$ cat src/hw/rtl/swts_pkg.sv
package swts_pkg;

  // Ring geometry.
  localparam int unsigned HistDepth = 64;
  localparam int unsigned IdxW      = (HistDepth > 1) ? $clog2(HistDepth) : 1;
  localparam int unsigned CntW      = $clog2(HistDepth + 1);

  // Field widths.
  localparam int unsigned BytesW = 48;
  localparam int unsigned TimeW  = 32;
  localparam int unsigned RateW  = 56;
  localparam int unsigned MeanW  = 56;
  localparam int unsigned MedW   = 49;

  // Accumulator and divider widths.
  localparam int unsigned SumW   = BytesW + IdxW;
  localparam int unsigned DsumW  = TimeW + IdxW;
  localparam int unsigned UsW    = 20;
  localparam int unsigned HalfW  = SumW / 2;
  localparam int unsigned DivdW  = SumW + UsW;
  localparam int unsigned DivsW  = DsumW;

  localparam logic [UsW-1:0]   UsPerSecond  = UsW'(1000000);
  localparam logic [TimeW-1:0] TickReset    = TimeW'(1000000);
  localparam logic [IdxW-1:0]  LastSlot     = IdxW'(HistDepth - 1);

  typedef enum logic [1:0] {
    CMD_ADD   = 2'd0,
    CMD_TICK  = 2'd1,
    CMD_QUERY = 2'd2
  } cmd_e;

  typedef enum logic [3:0] {
    S_IDLE,
    S_ST_RD,
    S_ST_USE,
    S_RT_RD,
    S_RT_USE,
    S_MUL_LO,
    S_MUL_HI,
    S_RDIV_GO,
    S_RDIV_WAIT,
    S_MED_INIT,
    S_MO_RD,
    S_MO_USE,
    S_MI_RD,
    S_MI_USE,
    S_MDIV_GO,
    S_MDIV_WAIT
  } state_e;

  // Wrapping slot arithmetic.
  function automatic logic [IdxW-1:0] slot_inc(input logic [IdxW-1:0] idx);
    return (idx == LastSlot) ? '0 : idx + IdxW'(1);
  endfunction

  function automatic logic [IdxW-1:0] slot_dec(input logic [IdxW-1:0] idx);
    return (idx == '0) ? LastSlot : idx - IdxW'(1);
  endfunction

endpackage

$ cat src/hw/rtl/swts_div.sv
// Restoring divider, one quotient bit per cycle.
module swts_div (
  input  logic                         clk_i,
  input  logic                         rst_ni,
  input  logic                         start_i,
  input  logic [swts_pkg::DivdW-1:0]   dividend_i,
  input  logic [swts_pkg::DivsW-1:0]   divisor_i,
  output logic                         done_o,
  output logic [swts_pkg::DivdW-1:0]   quotient_o
);

  localparam int unsigned CW = $clog2(swts_pkg::DivdW + 1);

  logic                        busy_q;
  logic                        done_q;
  logic [CW-1:0]               cnt_q;
  logic [swts_pkg::DivsW:0]    rem_q;
  logic [swts_pkg::DivsW:0]    rem_sh;
  logic [swts_pkg::DivsW:0]    rem_d;
  logic                        qbit;
  logic [swts_pkg::DivdW-1:0]  quo_q;
  logic [swts_pkg::DivsW-1:0]  dvs_q;

  // One shift and trial subtract.
  always_comb begin
    rem_sh = {rem_q[swts_pkg::DivsW-1:0], quo_q[swts_pkg::DivdW-1]};
    qbit   = (rem_sh >= {1'b0, dvs_q});
    rem_d  = qbit ? (rem_sh - {1'b0, dvs_q}) : rem_sh;
  end

  // Control.
  always_ff @(posedge clk_i or negedge rst_ni) begin
    if (!rst_ni) begin
      busy_q <= 1'b0;
      done_q <= 1'b0;
      cnt_q  <= '0;
    end else begin
      done_q <= 1'b0;
      if (start_i) begin
        busy_q <= 1'b1;
        cnt_q  <= CW'(swts_pkg::DivdW);
      end else if (busy_q) begin
        cnt_q <= cnt_q - CW'(1);
        if (cnt_q == CW'(1)) begin
          busy_q <= 1'b0;
          done_q <= 1'b1;
        end
      end
    end
  end

  // Datapath.
  always_ff @(posedge clk_i) begin
    if (start_i) begin
      rem_q <= '0;
      quo_q <= dividend_i;
      dvs_q <= divisor_i;
    end else if (busy_q) begin
      rem_q <= rem_d;
      quo_q <= {quo_q[swts_pkg::DivdW-2:0], qbit};
    end
  end

  assign done_o     = done_q;
  assign quotient_o = quo_q;

endmodule

$ cat config.mk
export PLATFORM = sky130hd
export DESIGN_NAME = swts_div
export DESIGN_NICKNAME = d
export VERILOG_FILES = /design/src/hw/rtl/swts_pkg.sv /design/src/hw/rtl/swts_div.sv
export SDC_FILE = /design/constraint.sdc
export NUM_CORES = 1
export LEC_CHECK = 0
export BUFFER_PORTS_ARGS = -buffer_cell sky130_fd_sc_hd__buf_2
export CAP_MARGIN = 0
export CORE_MARGIN = 10
export CORE_UTILIZATION = 50
export CTS_CLUSTER_SIZE = 28
export DETAILED_ROUTE_END_ITERATION = 8
export GPL_TIMING_DRIVEN = 0
export PLACE_DENSITY_LB_ADDON = 0.15
export SLEW_MARGIN = 20
export SYNTH_ARGS = -nofsm -noshare
export SYNTH_HDL_FRONTEND = slang
export SYNTH_SLANG_ARGS = --single-unit
$ cat constraint.sdc
create_clock -name clk_i -period 3.2 [get_ports clk_i]
set_clock_uncertainty 0.2 [all_clocks]
set_input_delay 0.16 -clock clk_i [delete_from_list [all_inputs] [get_ports clk_i]]
set_output_delay 0.16 -clock clk_i [all_outputs]
set_load 0.005 [all_outputs]
== After elaboration in Yosys (flattened, before gate mapping) ==
Index checks and enable logic that the tools add are counted.

* Add/subtract/negate cells: 2
* Reductions and logical operators: 1
* Equal/unequal tests: 1
* Muxes and demuxes: 11
* $lt $le $gt $ge: 1

{| class="wikitable"
|+ Operators by type and width
! cell !! count
|-
| $mux 74 || 2
|-
| $ge 39x38->1 || 1
|-
| $mux 38 || 1
|-
| $sub 38x38->38 || 1
|-
| $mux 7 || 2
|-
| $eq 7x1->1 const B || 1
|-
| $sub 7x1->7 const B || 1
|-
| $mux 1 || 6
|-
| $reduce_bool 2->1 || 1
|}

* Flip-flop bits (word level): 159
* Word-level logic and storage cells: 22
* Output and inout port bits: 75

== Depth between registers and ports, before layout ==
Gate-level depths: netlist of the first run.

* Depth in word-level cells: 4
* Mapped depth: 13
* Gate-level depth less buffers: 12

== Worst setup path before layout of the first run ==
OpenSTA, ideal clock, no wires.

* Path kind: reg2reg
* Start: reg dvs_q[12] (netlist bit)
* End: reg rem_q[31] (netlist bit)
* Setup time: 122 ps
* Cell stages (with the launch flop): 14
* Arrival: 2739 ps
* Path slack: 139 ps
* Data required time: 2878 ps
* Buffers on the path: 3
* Path through: edfxtp_1 > inv_1 > ha_1 > buf_6 > a211oi_1 > nor2_1 > or4_1 > o21a_1 > a21boi_2 > o21ba_1 > buf_6 > buf_6 > nor2_1 > a221o_1

* Longest elaborated chain between the ends: 2
* Elaborated cells on any way between the ends: 3
* Classes of those cells: add/sub: 1; order compare: 1; mux: 1

{| class="wikitable"
|+ RTL lines
! element !! RTL line !! RTL
|-
| from (decl) || swts_div.sv:22 || <nowiki>logic [swts_pkg::DivsW-1:0] dvs_q;</nowiki>
|-
| from (signal assigned) || swts_div.sv:57 || <nowiki>dvs_q <= divisor_i;</nowiki>
|-
| $sub 38x38->38 or $ge 39x38->1 (tied branches) || swts_div.sv:28, swts_div.sv:27 ||
|-
| $mux 38 (*) || swts_div.sv:28 || <nowiki>rem_d = qbit ? (rem_sh - {1'b0, dvs_q}) : rem_sh;</nowiki>
|-
| to (signal assigned) || swts_div.sv:59 || <nowiki>rem_q <= rem_d;</nowiki>
|-
| to (decl) || swts_div.sv:17 || <nowiki>logic [swts_pkg::DivsW:0] rem_q;</nowiki>
|}

Every way passes the cells marked *; elsewhere a longest branch is shown, timed or not.
A chain may end at the register's enable or synchronous reset.

== Final worst setup path of the first run ==
* Start: reg dvs_q[30] (netlist bit)
* End: reg rem_q[20] (netlist bit)

* Longest elaborated chain between the ends: 2

{| class="wikitable"
|+ RTL lines
! element !! RTL line !! RTL
|-
| $ge 39x38->1 || swts_div.sv:27 || <nowiki>qbit = (rem_sh >= {1'b0, dvs_q});</nowiki>
|-
| $mux 38 || swts_div.sv:28 ||
|}

No other way between the ends.

==> results.yml, run 1 <==
outcome:
  status: "finished clean"
clock_tree:
  ctsHtreeMaxLevel: 4
  path_clk_slew_ns: 0.06
  cts-root-buf: "clkbuf_16"
  clock_latency_ns: 0.43
  cts_sinks: 159
  numCtsBuffers: 17
  cts.path.max_buffers: 2
  cts_tree: "built"
power:
  switching_share_pct: 29.17
  power_leakage_nw: 5.571
  clockPowerShare_pct: 32.4
  seqPwrFrac_pct: 41.7
  pwr-share-comb_pct: 25.9
  ir_drop_uv: 434.2
  total_power_mw: 6.106
  p_per_area_mw_per_mm2: 486.0
  switching_power_mw: 1.781
  p_int_mw: 4.325
detailed_routing:
  drt-wirelength-per-cell_um: 19.05
  vias: 7780
  dr.pass1.iters: 5
  totalWireLength_um: 26840
  via_per_inst: 5.522
  wl_met2_um: 12510
  wl_met3_um: 2486
  first_iter_violations: 510
  wl_met1_um: 11360
  ant_nets: 0
  top_layer_used: "met4"
  drc_errors: 0
finish:
  final_cells: 1409
  final_net_count: 1325
  stdcell_area_mm2: 0.01256
  num-fill-cells: 1239
  area_growth_pct: 40.94
  drive_gt1_share_pct: 34.09
synth:
  syn_nets: 978
  synth_compound_area_share_pct: 13.98
  synth-xor-area-share_pct: 3.340
  syn_inst: 822
  avgSynthCellArea_um2: 10.85
  yosys.area_share.simple_pct: 10.23
  synth_fa_ha_area_share_pct: 5.839
  synthFlopType: "edfxtp_1"
  synth_mux_area_share_pct: 12.59
  syn_area_mm2: 0.008915
  ys_warn_count: 0
  ys_ff_latch: 159
  synthDistinctLibCells: 62
  seq_area_frac_synth_pct: 48.79
  synth_top_family_by_area: "compound AO/OA/AOI/OAI gates"
  synth_edf_count: 112
  ys_async_sr_fraction_pct: 5.660
sta:
  maxSlewViolCount: 0
  whs_ns: 0.2155
  fin_crit_sh_pct: 99.47
  rsz0062_at_grt: "yes"
  fin_crit_ns: 3.183
  finalSetupViolations: 0
  fmax_mhz: 314.2
  finalHoldViolations: 0
  tightest_slew_ns: 0.8899
  layout_setup_ws_ns: 0.01702
  maxSlewHeadroom_pct: 40.67
placed_design:
  place_inst: 1237
  dpl.hpwl_um: 18020
  finalWeightedCongestion: 0.9424
  preCtsSetupSlack_ns: -0.2500
  placed_area_mm2: 0.01016
  io_buffers: 189
hold_path:
  holdCritPathClass: "in -> reg"
  hold_start: "start_i"
  whs_path_depth: 1
  hold_path_end: "dvs_q[7]"
global_route:
  grt_max_degree: 43
  grt_overflow: 0
  antenna_found_initial: 2
  track_usage_pct: 21.65
  grt_pass1_wl_um: 41900
  grt_pass1_vias: 7830
run:
  drv_cap: 0
floorplan:
  num_rows: 48
  die_h_um: 153.5
  dieArea_mm2: 0.02357
  ios: 190
  core_mm2: 0.01742
  initial_core_util_pct: 51.19
  die_w_um: 153.5
critical_path:
  end_kind: "flop"
  r2r-start: "dvs_q[30]"
  r2r-end: "rem_q[20]"
  crit_required_ns: 3.34
  reg2regPathDepth: 12
  worstSetupStartpointType: "flop"
  critPathKind: "reg -> reg"
  r2r_slack_ns: 0.02
  worstPathMaxFanout: 5
  cp.arrival_ns: 3.32
## power by group through the flow
stage	registers, mW	clock network [mW]	logic [mW]
CTS	2.54	2.00	1.36
global route	2.57	2.08	1.72
floorplan	2.56	0	0.807
finish	2.55	1.98	1.58
global placement	2.57	0	1.18
detailed placement	2.57	0	1.20
## kinds of logic (layout without fill, tap and decap cells)
kind of cell,count (synthesis),count (layout)
fa+ha+maj,41,41
xor+xnor,34,34
flops,159,159
other cells,0,2
mux,103,103
simple gates,199,199
buf+inv,105,465
compound gates,181,181
## cell type report
class	count	area, µm²	share of cell area, %
Sequential cell	159	4349	34.61
Clock buffer	19	432.9	3.446
Inverter	56	212.7	1.693
Buffer	46	331.6	2.639
Timing Repair Buffer	331	2366	18.83
Tap cell	225	281.5	2.241
Antenna cell	2	5.005	0.03983
Multi-Input combinational cell	558	4458	35.48
Clock inverter	13	127.6	1.016
## sequential cells by signal, summed over array words and instances (netlist names)
name	count
rem_q	38
busy_q	1
dvs_q	38
quotient_o	74
cnt_q	7
done_o	1
## Yosys cell counts, drive strengths merged (15+ instances only)
cell	number	area (µm²)
buf	25	166.4
o21ai	31	155.2
dfxtp	38	760.7
clkbuf	24	90.09
inv	56	210.2
nor2	72	270.3
mux2	73	822.0
a211oi	31	232.7
nand2	57	221.5
xnor2	20	175.2
nand3	15	75.07
mux2i	30	300.3
edfxtp	112	3363
ha	40	500.5
a21oi	40	200.2
## what timing repair did
item                                   4_1_cts  5_1_grt
gates resized for setup                     27       83
endpoints found under the hold margin      121        0
setup endpoints to repair                   39       39
gates cloned                                 0        4
buffers inserted                             3       20
pin swaps                                    3       32
hold buffers                               114        0
## cells in the final DEF, fill, tap and decap left out, types with 4 or more instances in the layout
master / count
a211oi_1: 26
a211oi_2: 4
a21o_1: 12
a21oi_1: 35
a221o_1: 8
a22oi_1: 4
a31oi_1: 4
buf_12: 5
buf_2: 195
buf_4: 26
buf_6: 8
clkbuf_1: 23
clkbuf_16: 20
dfrtp_1: 9
dfxtp_1: 38
dlygate4sd3_1: 114
edfxtp_1: 112
ha_1: 29
ha_4: 9
inv_1: 53
inv_6: 6
mux2_2: 73
mux2i_1: 27
nand2_1: 55
nand2b_1: 6
nand3_1: 13
nand4_1: 12
nor2_1: 71
nor2b_1: 4
nor3_1: 9
o211ai_1: 4
o21a_1: 7
o21ai_0: 26
o21ai_1: 4
o21bai_1: 5
o31ai_1: 4
xnor2_1: 20
xor2_1: 14
## metrics by stage
stage | TNS, ns | util (%)
finish | 0 | 72.14
global placement | -114.46 | 58.23
global route | -0.9633 | 72.14
floorplan | 0 | -
CTS | -0.006094 | 68.94
detailed placement | -10.31 | 58.36
## worst max-delay path: stages, from the launching register on
cell,delay (ns)
edfxtp_1,0.34
inv_2,0.05
ha_4,0.27
and2_4,0.14
buf_6,0.11
nand2_4,0.07
or4_4,0.41
or3_1,0.37
o211ai_2,0.19
o21ba_4,0.20
buf_6,0.13
or3_4,0.37
a311oi_2,0.25
## metal layers
metal / vias to the layer above / GRT usage (%)
li1: 3727 / -
met1: 3678 / 27.69
met2: 335 / 33.93
met3: 40 / 7.364
met4: 0 / 6.478
met5: - / 0
## worst max path at each step
| stage | from | end | slack [ns] | cells past startpoint |
|---|---|---|---|---|
| final | dvs_q[30] | rem_q[20] | 0.02 | 12 |
| after global routing | dvs_q[21] | rem_q[20] | -0.10 | 12 |
| after CTS | dvs_q[12] | rem_q[31] | -0.006 | 13 |
| after detailed placement | dvs_q[5] | rem_q[20] | -0.25 | 11 |
| after global placement | start_i | quotient_o[14] | -1.44 | 5 |
| after floorplan | dvs_q[12] | rem_q[31] | 0.14 | 13 |
Note: power is estimated with default switching activity, not from simulation.
==> run 2: changes to the inputs <==
--- a/config.mk
+++ b/config.mk
@@ -9,10 +9,10 @@
 export CAP_MARGIN = 0
 export CORE_MARGIN = 10
 export CORE_UTILIZATION = 50
-export CTS_CLUSTER_SIZE = 28
+export CTS_CLUSTER_SIZE = 10
 export DETAILED_ROUTE_END_ITERATION = 8
-export GPL_TIMING_DRIVEN = 0
 export PLACE_DENSITY_LB_ADDON = 0.15
+export SKIP_CTS_REPAIR_TIMING = 1
 export SLEW_MARGIN = 20
 export SYNTH_ARGS = -nofsm -noshare
 export SYNTH_HDL_FRONTEND = slang
==> run 2 against run 1 <==
Effect of this change: sequential share of layout area increased by 0.20 points; design area fell by 0.56%; clock power rose by 3%; sequential power hardly changed; setup slack better by 0.064 ns; non-clock buffer count increased by 1; hold slack got worse by 0.19 ns.
==> results.yml, run 2 (synthesis gave the netlist of run 1 again) <==
outcome:
  status: "finished clean"
power:
  switching_power_mw: 1.845
  p_int_mw: 4.263
  seqPwrFrac_pct: 41.7
  ir_drop_uv: 433.4
  pwr-share-comb_pct: 25.1
  power_leakage_nw: 5.606
  clockPowerShare_pct: 33.3
  p_per_area_mw_per_mm2: 488.8
  total_power_mw: 6.108
  switching_share_pct: 30.20
global_route:
  grt_pass1_wl_um: 37430
  grt_max_degree: 75
  grt_pass1_vias: 7149
  grt_overflow: 0
  track_usage_pct: 19.41
  antenna_found_initial: 4
detailed_routing:
  drt-wirelength-per-cell_um: 18.61
  drc_errors: 0
  totalWireLength_um: 26290
  vias: 7646
  first_iter_violations: 440
  ant_nets: 0
  dr.pass1.iters: 5
  via_per_inst: 5.411
clock_tree:
  cts-root-buf: "clkbuf_16"
  numCtsBuffers: 17
  ctsHtreeMaxLevel: 4
  cts_tree: "built"
  path_clk_slew_ns: 0.07
  cts_sinks: 159
  clock_latency_ns: 0.44
  cts.path.max_buffers: 2
hold_path:
  holdCritPathClass: "in -> reg"
  whs_path_depth: 1
  hold_path_end: "dvs_q[34]"
  hold_start: "start_i"
finish:
  largest_register_ffs: 74
  drive_gt1_share_pct: 34.54
  final_cells: 1413
  layout_commonest_cell: "buf_2"
  final_net_count: 1327
  area_growth_pct: 40.15
  final_cell_mix: "buf_2, dlygate4sd3_1, edfxtp_1"
sta:
  finalSetupViolations: 0
  rsz0062_at_grt: "yes"
  finalHoldViolations: 0
  fin_crit_ns: 3.119
  final.setup.tns_ns: 0
  maxSlewHeadroom_pct: 60.32
  tightest_slew_ns: 0.5953
  fin_crit_sh_pct: 97.48
  maxSlewViolCount: 0
  fmax_mhz: 320.6
placed_design:
  place_inst: 1250
  finalWeightedCongestion: 0.9063
  io_buffers: 189
  dpl.hpwl_um: 17570
critical_path:
  crit_path_max_incr_delay_ns: 0.37
  r2r-start: "dvs_q[18]"
  path_common_cell: "inv_1"
  worstPathMaxFanout: 11
  critPathSlowestCell: "nor4_4"
  cp.arrival_ns: 3.26
  crit_required_ns: 3.34
  path_cells: "inv_1, ha_4, nand4_1, nor4_4, inv_1, or3_1, o211ai_2, o21ba_4, buf_12, a311o_1, a311oi_1"
  end_kind: "flop"
  critical-path-top-delay-family: "compound AO/OA/AOI/OAI gates"
  reg2regPathDepth: 11
  path_buf_inv: 3
  r2r-end: "rem_q[9]"
  critPathKind: "reg -> reg"
  worstSetupStartpointType: "flop"
  r2r_slack_ns: 0.08
floorplan:
  dieArea_mm2: 0.02357
  die_h_um: 153.5
  die_w_um: 153.5
  core_mm2: 0.01742
  initial_core_util_pct: 51.19
  num_rows: 48
  ios: 190
run:
  drv_cap: 0
[run 2: changes by cell type in the layout (fill, tap and decap cells not counted), moves of 4 or more]
cell	previous run	this run
buf_2	195	188
buf_4	26	68
buf_6	8	2
clkbuf_1	23	0
inv_8	1	5
[run 2: layout make-up]
type | count | area (µm²)
inverter | 56 | 210.2
clock inverter | 15 | 162.7
antenna | 4 | 10.01
clock buffer | 17 | 425.4
fill | 1298 | 4922
multi-input combinational | 559 | 4319
sequential | 159 | 4350
tap | 225 | 281.5
timing repair buffer | 378 | 2735
[run 2: worst max path at each step]
stage | slack (ns) | start | depth (start not counted) | endpoint
global route | -0.02 | quotient_o[73] | 11 | rem_q[36]
floorplan | 0.14 | dvs_q[12] | 13 | rem_q[31]
detailed placement | -0.04 | dvs_q[17] | 11 | rem_q[9]
global placement | -0.02 | dvs_q[1] | 11 | rem_q[37]
CTS | -0.09 | dvs_q[1] | 11 | rem_q[37]
finish | 0.08 | dvs_q[18] | 11 | rem_q[9]
[run 2: power by group through the flow]
| stage | clock (mW) | combinational, mW | sequential (mW) |
|---|---|---|---|
| 2_1_floorplan | 0 | 0.807 | 2.56 |
| 3_3_place_gp | 0 | 1.26 | 2.57 |
| 3_5_place_dp | 0 | 1.28 | 2.57 |
| 4_1_cts | 2.06 | 1.29 | 2.53 |
| 5_1_grt | 2.14 | 1.68 | 2.57 |
| 6_report | 2.03 | 1.53 | 2.54 |
[run 2: metrics by stage]
step,worst slack (ns),utilization (%),hold WS (ns),instance area (µm²)
final,0.08072,71.74,0.02161,12490
after global routing,-0.02338,71.74,0.02418,12490
after CTS,-0.08867,63.18,-0.6433,11000
after detailed placement,-0.04440,59.81,-0.1794,10420
after global placement,-0.02153,59.81,-0.1801,10420
after floorplan,0.1388,-,-0.3356,8915
[run 2: routing by layer]
| metal | wire length (µm) | track usage (%) |
|---|---|---|
| met1 | 11010 | 23.15 |
| met2 | 12780 | 30.57 |
| met3 | 2055 | 9.038 |
| met4 | 452 | 5.893 |
| met5 | 0 | 0 |
[run 2: worst reg2reg max path: cells and delay by family (launching register included)]
family	cells	cell delay [ns]
AOI/OAI and AO/OA	4	0.99
adders and majority gates	1	0.27
buffers and inverters	3	0.31
DFF	1	0.34
and+or+nand+nor	3	0.93
==> run 3: changes to the inputs <==
--- a/config.mk
+++ b/config.mk
@@ -8,7 +8,7 @@
 export BUFFER_PORTS_ARGS = -buffer_cell sky130_fd_sc_hd__buf_2
 export CAP_MARGIN = 0
 export CORE_MARGIN = 10
-export CORE_UTILIZATION = 50
+export CORE_UTILIZATION = 30
 export CTS_CLUSTER_SIZE = 10
 export DETAILED_ROUTE_END_ITERATION = 8
 export PLACE_DENSITY_LB_ADDON = 0.15
==> run 3 against run 2 <==
Effect of this change: highest routed layer unchanged; critical path depth shrank 2; wire length grew 2.1%; largest cell class unchanged; sequential share of layout area shrank 0.68 points; die area grew 57%; combinational power is essentially flat; largest power group unchanged; sequential cell count is the same; design area grew 2.0%; global-route usage shrank 5.0 points.
==> results.yml, run 3 (synthesis gave the netlist of run 1 again) <==
power:
  p_per_area_mw_per_mm2: 490.7
  switching_share_pct: 28.67
  total_power_mw: 6.253
  clockPowerShare_pct: 35.4
  power_leakage_nw: 5.648
  seqPwrFrac_pct: 40.7
  p_int_mw: 4.460
  pwr-share-comb_pct: 23.9
  ir_drop_uv: 330.7
  switching_power_mw: 1.793
sta:
  maxSlewHeadroom_pct: 57.71
  maxSlewViolCount: 0
  fin_crit_ns: 3.044
  rsz0062_at_grt: "yes"
  finalSetupViolations: 0
  tightest_slew_ns: 0.6335
  whs_ns: 0.2205
  finalHoldViolations: 0
  fin_crit_sh_pct: 95.12
  layout_setup_ws_ns: 0.1562
  fmax_mhz: 328.5
  final.setup.tns_ns: 0
hold_path:
  hold_start: "divisor_i[5]"
  hold_path_end: "dvs_q[5]"
  holdCritPathClass: "in -> reg"
  whs_path_depth: 2
critical_path:
  path_buf_inv: 1
  worstSetupStartpointType: "flop"
  r2r-end: "rem_q[9]"
  crit_required_ns: 3.36
  critPathKind: "reg -> reg"
  path_cells: "ha_1, nand3_1, or4_1, or3_1, o211ai_2, o21ba_4, buf_12, a311o_1, a311oi_1"
  crit_path_max_incr_delay_ns: 0.52
  end_kind: "flop"
  critical-path-top-delay-family: "simple AND/OR/NAND/NOR gates"
  r2r_slack_ns: 0.16
  critPathSlowestCell: "or4_1"
  cp.arrival_ns: 3.20
  worstPathMaxFanout: 16
  r2r-start: "dvs_q[0]"
  reg2regPathDepth: 9
placed_design:
  place_inst: 1430
  preCtsSetupSlack_ns: -0.04295
  placed_area_mm2: 0.01075
  dpl.hpwl_um: 19700
  finalWeightedCongestion: 0.8432
  io_buffers: 189
floorplan:
  num_rows: 63
  ios: 190
  initial_core_util_pct: 30.24
  dieArea_mm2: 0.03701
  die_w_um: 192.4
  die_h_um: 192.4
  core_mm2: 0.02948
clock_tree:
  cts_tree: "built"
  ctsHtreeMaxLevel: 4
  cts_sinks: 159
  clock_latency_ns: 0.45
  cts-root-buf: "clkbuf_16"
  path_clk_slew_ns: 0.07
  numCtsBuffers: 17
  cts.path.max_buffers: 2
finish:
  num_antenna_cells: 0
  fin_util_pct: 43.23
  layout_commonest_cell: "buf_2"
  drive_gt1_share_pct: 34.18
  largest_register_ffs: 74
  stdcell_area_mm2: 0.01274
  final_cell_mix: "buf_2, dlygate4sd3_1, edfxtp_1"
  final_net_count: 1332
  num-fill-cells: 2868
  final_cells: 1578
  area_growth_pct: 42.95
global_route:
  track_usage_pct: 14.40
  grt_pass1_vias: 7511
  grt_overflow: 0
  grt_pass1_wl_um: 41910
  grt_max_degree: 64
  antenna_found_initial: 0
detailed_routing:
  ant_nets: 0
  first_iter_violations: 390
  vias: 7419
  drt-wirelength-per-cell_um: 17.01
  drc_errors: 0
  totalWireLength_um: 26840
  dr.pass1.iters: 5
  via_per_inst: 4.702
outcome:
  status: "finished clean"
run:
  drv_cap: 0
==> run 3: area by class of cell <==
| class | count | area (µm²) | area share (%) |
|---|---|---|---|
| Clock buffer | 17 | 425.4 | 3.338 |
| Timing Repair Buffer | 384 | 2770 | 21.74 |
| Clock inverter | 14 | 198.9 | 1.561 |
| Tap cell | 390 | 488.0 | 3.829 |
| Inverter | 56 | 210.2 | 1.649 |
| Sequential cell | 159 | 4350 | 34.14 |
| Multi-Input combinational cell | 558 | 4300 | 33.75 |
==> run 3: metal layers <==
metal / part of all wire, % / track usage [%] / vias to the layer above
li1: - / - / 3728
met1: 46 / 17.91 / 3483
met2: 46 / 21.99 / 193
met3: 7.0 / 6.758 / 15
met4: 0.80 / 3.787 / 0
met5: 0 / 0 / -
==> run 3: worst max path at each step <==
stage / slack (ns) / start / cells past startpoint / endpoint
2_1_floorplan: 0.14 / dvs_q[12] / 13 / rem_q[31]
3_3_place_gp: 0.04 / dvs_q[15] / 11 / rem_q[9]
3_5_place_dp: -0.04 / dvs_q[15] / 11 / rem_q[9]
4_1_cts: -0.07 / dvs_q[15] / 11 / rem_q[9]
5_1_grt: -0.06 / dvs_q[21] / 11 / rem_q[9]
6_report: 0.16 / dvs_q[0] / 9 / rem_q[9]
==> run 3: worst register-to-register path, cell delays in order (launching register included) <==
cell,delay (ns)
edfxtp_1,0.39
ha_1,0.32
nand3_1,0.11
or4_1,0.52
or3_1,0.34
o211ai_2,0.19
o21ba_4,0.22
buf_12,0.16
a311o_1,0.28
a311oi_1,0.23
==> run 3: power by group through the flow <==
stage | Sequential [mW] | Combinational, mW | Clock (mW)
after floorplan | 2.56 | 0.807 | 0
after global placement | 2.58 | 1.34 | 0
after detailed placement | 2.58 | 1.33 | 0
after CTS | 2.54 | 1.34 | 2.29
after global routing | 2.57 | 1.67 | 2.37
final | 2.54 | 1.50 | 2.21
